## src/sv/pss_pkg.sv

```systemverilog
`timescale 1ns / 1ps
// ----------------------------------------------------------------------------
// pss_pkg
// Shared types and constants of the plucked-string synthesizer.
// ----------------------------------------------------------------------------
package pss_pkg;

  localparam int MAX_PERIOD = 2048;
  localparam int ADDR_W     = $clog2(MAX_PERIOD);
  localparam int PERIOD_W   = 12;
  localparam int LEN_W      = (ADDR_W + 1 > PERIOD_W) ? ADDR_W + 1 : PERIOD_W;
  localparam int SAMPLE_W   = 16;
  localparam int GAIN_W     = 16;
  localparam int SEED_W     = 16;
  localparam int TICK_W     = 32;
  localparam int MODE_W     = 2;
  localparam int CFG_ADDR_W = 2;
  localparam int CFG_DATA_W = 16;
  localparam int IN_DATA_W  = 16;
  localparam int OUT_DATA_W = 48;

  localparam int Q_DEPTH    = 2;
  localparam int Q_PTR_W    = (Q_DEPTH > 1) ? $clog2(Q_DEPTH) : 1;
  localparam int Q_CNT_W    = $clog2(Q_DEPTH + 1);

  localparam logic [PERIOD_W-1:0] PERIOD_RESET = PERIOD_W'(100);
  localparam logic [GAIN_W-1:0]   DECAY_RESET  = GAIN_W'(65274);
  localparam logic [SEED_W-1:0]   SEED_RESET   = SEED_W'(44257);
  localparam logic [SEED_W-1:0]   LFSR_TAPS    = 16'hB400;

  typedef enum logic [MODE_W-1:0] {
    MODE_TICK  = 2'd0,
    MODE_PLUCK = 2'd1,
    MODE_LOAD  = 2'd2
  } mode_t;

  typedef enum logic [CFG_ADDR_W-1:0] {
    CFG_PERIOD = 2'd0,
    CFG_DECAY  = 2'd1,
    CFG_SEED   = 2'd2
  } cfg_idx_t;

  typedef enum logic [1:0] {
    OP_TICK,
    OP_PLUCK,
    OP_LOAD,
    OP_NOP
  } op_t;

  typedef struct packed {
    op_t                 op;
    logic [SAMPLE_W-1:0] value;
  } q_entry_t;

  typedef struct packed {
    logic empty;
    logic full;
  } q_status_t;

  typedef struct packed {
    logic clearing;
  } back_status_t;

endpackage

```

## src/sv/pss_fifo.sv

```systemverilog
`timescale 1ns / 1ps
// ----------------------------------------------------------------------------
// pss_fifo
// Short command queue between the front end and the sequencer.
// ----------------------------------------------------------------------------
module pss_fifo
  import pss_pkg::*;
(
  input  logic      clk,
  input  logic      rst_n,
  input  logic      push,
  input  q_entry_t  push_entry,
  input  logic      pop,
  output q_entry_t  head_entry,
  output q_status_t status
);

  q_entry_t           slot_r [Q_DEPTH];
  logic [Q_PTR_W-1:0] wr_ptr_r, wr_ptr_nxt;
  logic [Q_PTR_W-1:0] rd_ptr_r, rd_ptr_nxt;
  logic [Q_CNT_W-1:0] cnt_r, cnt_nxt;
  logic               do_push, do_pop;

  assign status.empty = (cnt_r == '0);
  assign status.full  = (cnt_r == Q_CNT_W'(Q_DEPTH));
  assign head_entry   = slot_r[rd_ptr_r];

  assign do_push = push && !status.full;
  assign do_pop  = pop && !status.empty;

  always_comb begin
    wr_ptr_nxt = wr_ptr_r;
    rd_ptr_nxt = rd_ptr_r;
    cnt_nxt    = cnt_r;
    if (do_push) begin
      wr_ptr_nxt = (wr_ptr_r == Q_PTR_W'(Q_DEPTH - 1)) ? '0 : wr_ptr_r + 1'b1;
    end
    if (do_pop) begin
      rd_ptr_nxt = (rd_ptr_r == Q_PTR_W'(Q_DEPTH - 1)) ? '0 : rd_ptr_r + 1'b1;
    end
    if (do_push && !do_pop) begin
      cnt_nxt = cnt_r + 1'b1;
    end else if (do_pop && !do_push) begin
      cnt_nxt = cnt_r - 1'b1;
    end
  end

  always_ff @(posedge clk) begin
    if (!rst_n) begin
      wr_ptr_r <= '0;
      rd_ptr_r <= '0;
      cnt_r    <= '0;
    end else begin
      wr_ptr_r <= wr_ptr_nxt;
      rd_ptr_r <= rd_ptr_nxt;
      cnt_r    <= cnt_nxt;
    end
  end

  always_ff @(posedge clk) begin
    if (do_push) begin
      slot_r[wr_ptr_r] <= push_entry;
    end
  end

endmodule

```

## config.mk

```make
export PLATFORM = sky130hd
export DESIGN_NAME = pss_fifo
export DESIGN_NICKNAME = d
export VERILOG_FILES = /design/src/sv/pss_pkg.sv /design/src/sv/pss_fifo.sv
export SDC_FILE = /design/constraint.sdc
export NUM_CORES = 1
export LEC_CHECK = 0
export ABC_CLOCK_PERIOD_IN_PS = 1900
export BUFFER_PORTS_ARGS = -buffer_cell sky130_fd_sc_hd__buf_2
export CAP_MARGIN = 20
export CORE_ASPECT_RATIO = 0.7
export CORE_MARGIN = 2
export CORE_UTILIZATION = 45
export CTS_CLUSTER_DIAMETER = 60
export CTS_CLUSTER_SIZE = 40
export DETAILED_ROUTE_END_ITERATION = 10
export PLACE_DENSITY = 0.8
export SYNTH_ARGS = -nofsm -noshare
export SYNTH_HDL_FRONTEND = slang
export SYNTH_SLANG_ARGS = --single-unit
```

## constraint.sdc

```tcl
create_clock -name clk -period 1.9 [get_ports clk]
set_input_delay 0.095 -clock clk [delete_from_list [all_inputs] [get_ports clk]]
set_output_delay 0.095 -clock clk [all_outputs]
set_load 0.01 [all_outputs]
```

Yosys cells after proc, flatten, opt, wreduce, memory -nomap -nowiden
Memories as Yosys holds them, arrays and structs flattened. A register that Yosys moved wholly into a read port is not among the register bits.
Cells that the tools add are included.
{"block": "word_totals", "reg_bits": 4, "ram_bits": 36, "memories": 1}
{"memory": "slot_r", "depth": 2, "width": 18, "rd": 1, "rd_ports_with_merged_regs": 1, "wr": 1, "line": "pss_fifo.sv:18", "text": "q_entry_t slot_r [Q_DEPTH];"}
{"block": "op_classes", "muxes": 8, "n_addsub": 4, "eq_ne": 1, "n_reduce_logical": 10}
{"operator": "two-way mux 1 bit", "n": 6}
{"operator": "logical AND 1 bit", "n": 4}
{"operator": "logical NOT 1 bit", "n": 4}
{"operator": "two-way mux 2 bit", "n": 2}
{"operator": "adder 1 bit (second input constant)", "n": 2}
{"operator": "adder 2 x 1 -> 2 bit (second input constant)", "n": 1}
{"operator": "== test 2 bit (second input constant)", "n": 1}
{"operator": "logical NOT 2 bit", "n": 1}
{"operator": "nonzero test 2 bit", "n": 1}
{"operator": "subtractor 2 x 1 -> 2 bit (second input constant)", "n": 1}

Depth between registers and ports, before layout
{"block": "logic_depth", "depth_word": 7, "mapped_depth": 7, "mapped_depth_nobuf": 7}

Worst setup path after synthesis
No wires, ideal clock.
{"block": "synth_path", "path_type": "reg-to-reg", "startpoint": "register cnt_r[0]", "endpoint": "memory slot_r[0][0] (netlist bit), enable pin", "n_path_buf": 0, "synth_period_minus_slack_ns": 1.761, "stages_incl_launch_ff": 4, "t_required_ns": 1.508, "arrival_ns": 1.369, "slack_ns": 0.139, "setup_time_ns": 0.392, "cell_sequence": "dfxtp_1 -> nand2b_1 -> inv_2 -> nor3_2"}
{"item": "from (decl)", "line": "pss_fifo.sv:21", "text": "logic [Q_CNT_W-1:0] cnt_r, cnt_nxt;"}
{"item": "from (signal assigned)", "line": "pss_fifo.sv:56", "text": "cnt_r <= cnt_nxt;"}
{"item": "to (decl)", "line": "pss_fifo.sv:18"}

Worst setup path in the final report
{"block": "layout_path", "startpoint": "register cnt_r[0]", "endpoint": "register cnt_r[1]"}
{"block": "layout_via", "elab_chain_cells": 6, "elab_cells_between_ends": 15}
{"item": "== test 2 bit *", "line": "pss_fifo.sv:25", "text": "assign status.full = (cnt_r == Q_CNT_W'(Q_DEPTH));"}
{"item": "logical NOT 1 bit *", "line": "pss_fifo.sv:28", "text": "assign do_push = push && !status.full;"}
{"item": "logical AND 1 bit *", "line": "pss_fifo.sv:28"}
{"item": "via do_push", "line": "pss_fifo.sv:22", "text": "logic do_push, do_pop;"}
{"item": "logical NOT 1 bit", "line": "pss_fifo.sv:43", "text": "end else if (do_pop && !do_push) begin"}
{"item": "logical AND 1 bit", "line": "pss_fifo.sv:43"}
{"item": "nonzero test 2 bit (no source line)"}
The timed path passes the listed nets; every way through them passes the cells marked *. The select of a mux whose other input is x is not followed.
A chain may end at the register's enable or synchronous reset.

==> results.txt <==
Placed Instance Area: 0.00182 mm2
Total CTS buffers: 5
Buffers on Ports: 41
Peak VDD IR: 0.749 mV
WP data required: 2.12 ns
Grt total ovfl: 0
Synthesized Nets: 104
Static leakage: 0.000805 uW
Endpoint class of the critical path: register
Design Area, Final: 0.00205 mm2
CTS tree: done
Root buf cell: clkbuf_8
Worst Hold Launch: push_entry[9]
RR Startpoint: cnt_r[0]
Slew @ Worst Pin: 0.230 ns
Multi-input gate area in the final layout: 329 um2
Routed vias/inst: 4.84
Fmax: 628 MHz
WP data arrival: 1.81 ns
Tot GR Track Use: 15.9%
Post-CTS Hold Buffers: 11
Vias in the first global route: 930
Post-CTS setup buffers: 0
Antenna-violating nets left: 0
Hold crit path type: primary input to register
Worst Hold End: slot_r[1][9]
TritonRoute pass-1 iters: 3
Initial Util: 48.0%
Cell Area, Synth: 0.00153 mm2
Number of synthesized register bits: 41
Sequential cell area fraction in the yosys report: 77.2%
Die width: 73.7 um
Reg2reg end: cnt_r[1]
Max incr delay on CP: 0.42 ns
CP max stage cell: dfxtp_1
Worst path cell trace: nand2b_1 > inv_2 > nor2_1 > ha_1 > or3_1 > a21boi_1
Core footprint: 0.00319 mm2
Fin crit period: 1.59 ns
R2R Setup Slk: 0.31 ns
Routed WL: 2850 um
Yosys warns: 0
First-pass GRT wire length: 4280 um
Area Growth Syn to Fin: 33.9%
Setup TNS: 0 ns
Die area: 0.00389 mm2
Hold Violations, Final: 0
Routability cong.: 0.665
DRC: 0
Worst slew margin: 84.6%
Avg Cell Area, Syn: 18.9 um2
Critical Path Source: cnt_r[0]
Via count: 906
Worst Path Buf+Inv: 1
Post-DP HPWL: 1980 um
Part of the cycle the worst path needs: 83.9%
Register area: 0.00118 mm2
DIE HEIGHT: 52.8 um
# H-tree levels: 2
Worst reg-to-reg path cell count: 6
Nets: 171
Clock transition at path regs: 0.07 ns
# rows: 17
Setup violators final: 0
# diodes: 0
Hold depth: 1
Crit path max fanout: 5
Initial DRC count: 21
RSZ-0062 raised after global routing: false
Io pins: 42
Post-Syn Instances: 81
Pin count of the biggest net entering global routing: 13
Pins Over Slew Limit: 0
Post-cts sizing count: 0
Setup Skew: 0.00361 ns
Max Cap Viol: 0
Layout cells sized above 1: 49.7%
Status: completed
Wire length per cell: 15.2 um
Number of distinct library cells after synthesis: 21
Kind of critical path: register to register
Initial antenna violation count: 0
Filler cell count: 258
Power Density: 1210 mW/mm2
Delay-heaviest family, CP: simple AND/OR/NAND/NOR gates
Startpoint Class: register
Clock Path Buffers: 2
Sink Count: 41
Clock Latency Late Sink: 0.28 ns
[kinds of logic after synthesis]
family | Yosys count | synth area share (%)
adder cells (fa/ha/maj) | 1 | 0.818
flip-flops | 41 | 77.2
buffers and inverters | 4 | 1.31
AO/OA/AOI/OAI | 5 | 2.13
AND/OR/NAND/NOR | 9 | 3.60
multiplexers | 18 | 13.2
XOR/XNOR | 3 | 1.72
[how the worst max path moves through the flow]
stage / slack (ns) / endpoint / depth (start not counted)
floorplan: 0.14 / slot_r[0][0] / 3
global placement: 0.42 / cnt_r[1] / 6
detailed placement: 0.33 / cnt_r[1] / 6
CTS: 0.30 / cnt_r[1] / 6
global route: 0.20 / cnt_r[1] / 6
finish: 0.31 / cnt_r[1] / 6
[sequential cells by signal (all words and copies together), names as in the netlist, named ones only]
name and count:
rd_ptr_r 1, wr_ptr_r 1, slot_r 36, cnt_r 2
[cell usage in the layout, fill, tap and decap left out, types with 2 or more instances in the layout]
master,instances
dlygate4sd3_1,15
clkbuf_8,5
clkinv_2,2
buf_2,41
edfxtp_1,36
mux2_2,18
dfxtp_1,5
buf_4,6
nor2_1,2
xnor2_1,2
and2_1,3
[area by class of cell]
type / instances / share of cell area [%]
Tap cell: 38 / 2.32
Clock inverter: 2 / 0.489
Timing Repair Buffer: 62 / 19.5
Inverter: 2 / 0.367
Clock buffer: 6 / 3.54
Multi-Input combinational cell: 36 / 16.1
Sequential cell: 41 / 57.7
[Yosys cell counts (all sizes together)]
master | count | area (um2)
mux2 | 18 | 203
nor3 | 1 | 10.0
and2 | 3 | 18.8
inv | 2 | 7.50
o21ai | 2 | 10.0
xor2 | 1 | 8.76
dfxtp | 5 | 100
ha | 1 | 12.5
buf | 2 | 12.5
nand2b | 1 | 6.26
edfxtp | 36 | 1080
and3 | 1 | 6.26
nor2 | 2 | 7.51
o21a | 1 | 7.51
a21boi | 2 | 15.0
or3 | 1 | 6.26
xnor2 | 2 | 17.5
[power breakdown]
group          switching [uW]  internal (uW)
registers                55.3           1140
clock network             281            254
logic                     375            383
total                     711           1780
[routing by layer]
metal  global-route usage, %  vias up  wire length, um
met3                    5.58        5              177
li1                        -      441                -
met1                    18.7      426             1250
met5                       0        -                0
met2                    27.8       34             1400
met4                    4.55        0               26
[stage by stage]
| step | utilization (%) | hold WS [ns] | cells | total power (uW) | setup slack [ns] |
|---|---|---|---|---|---|
| floorplan | - | 0.194 | 81 | 1670 | 0.139 |
| global placement | 56.9 | 0.282 | 164 | 1910 | 0.420 |
| detailed placement | 56.9 | 0.287 | 164 | 1950 | 0.325 |
| CTS | 62.9 | 0.000674 | 183 | 2500 | 0.304 |
| global route | 64.2 | 0.00244 | 187 | 2630 | 0.205 |
| finish | 64.2 | 0.0125 | 187 | 2490 | 0.307 |
Power figures use the tool's default switching activity.
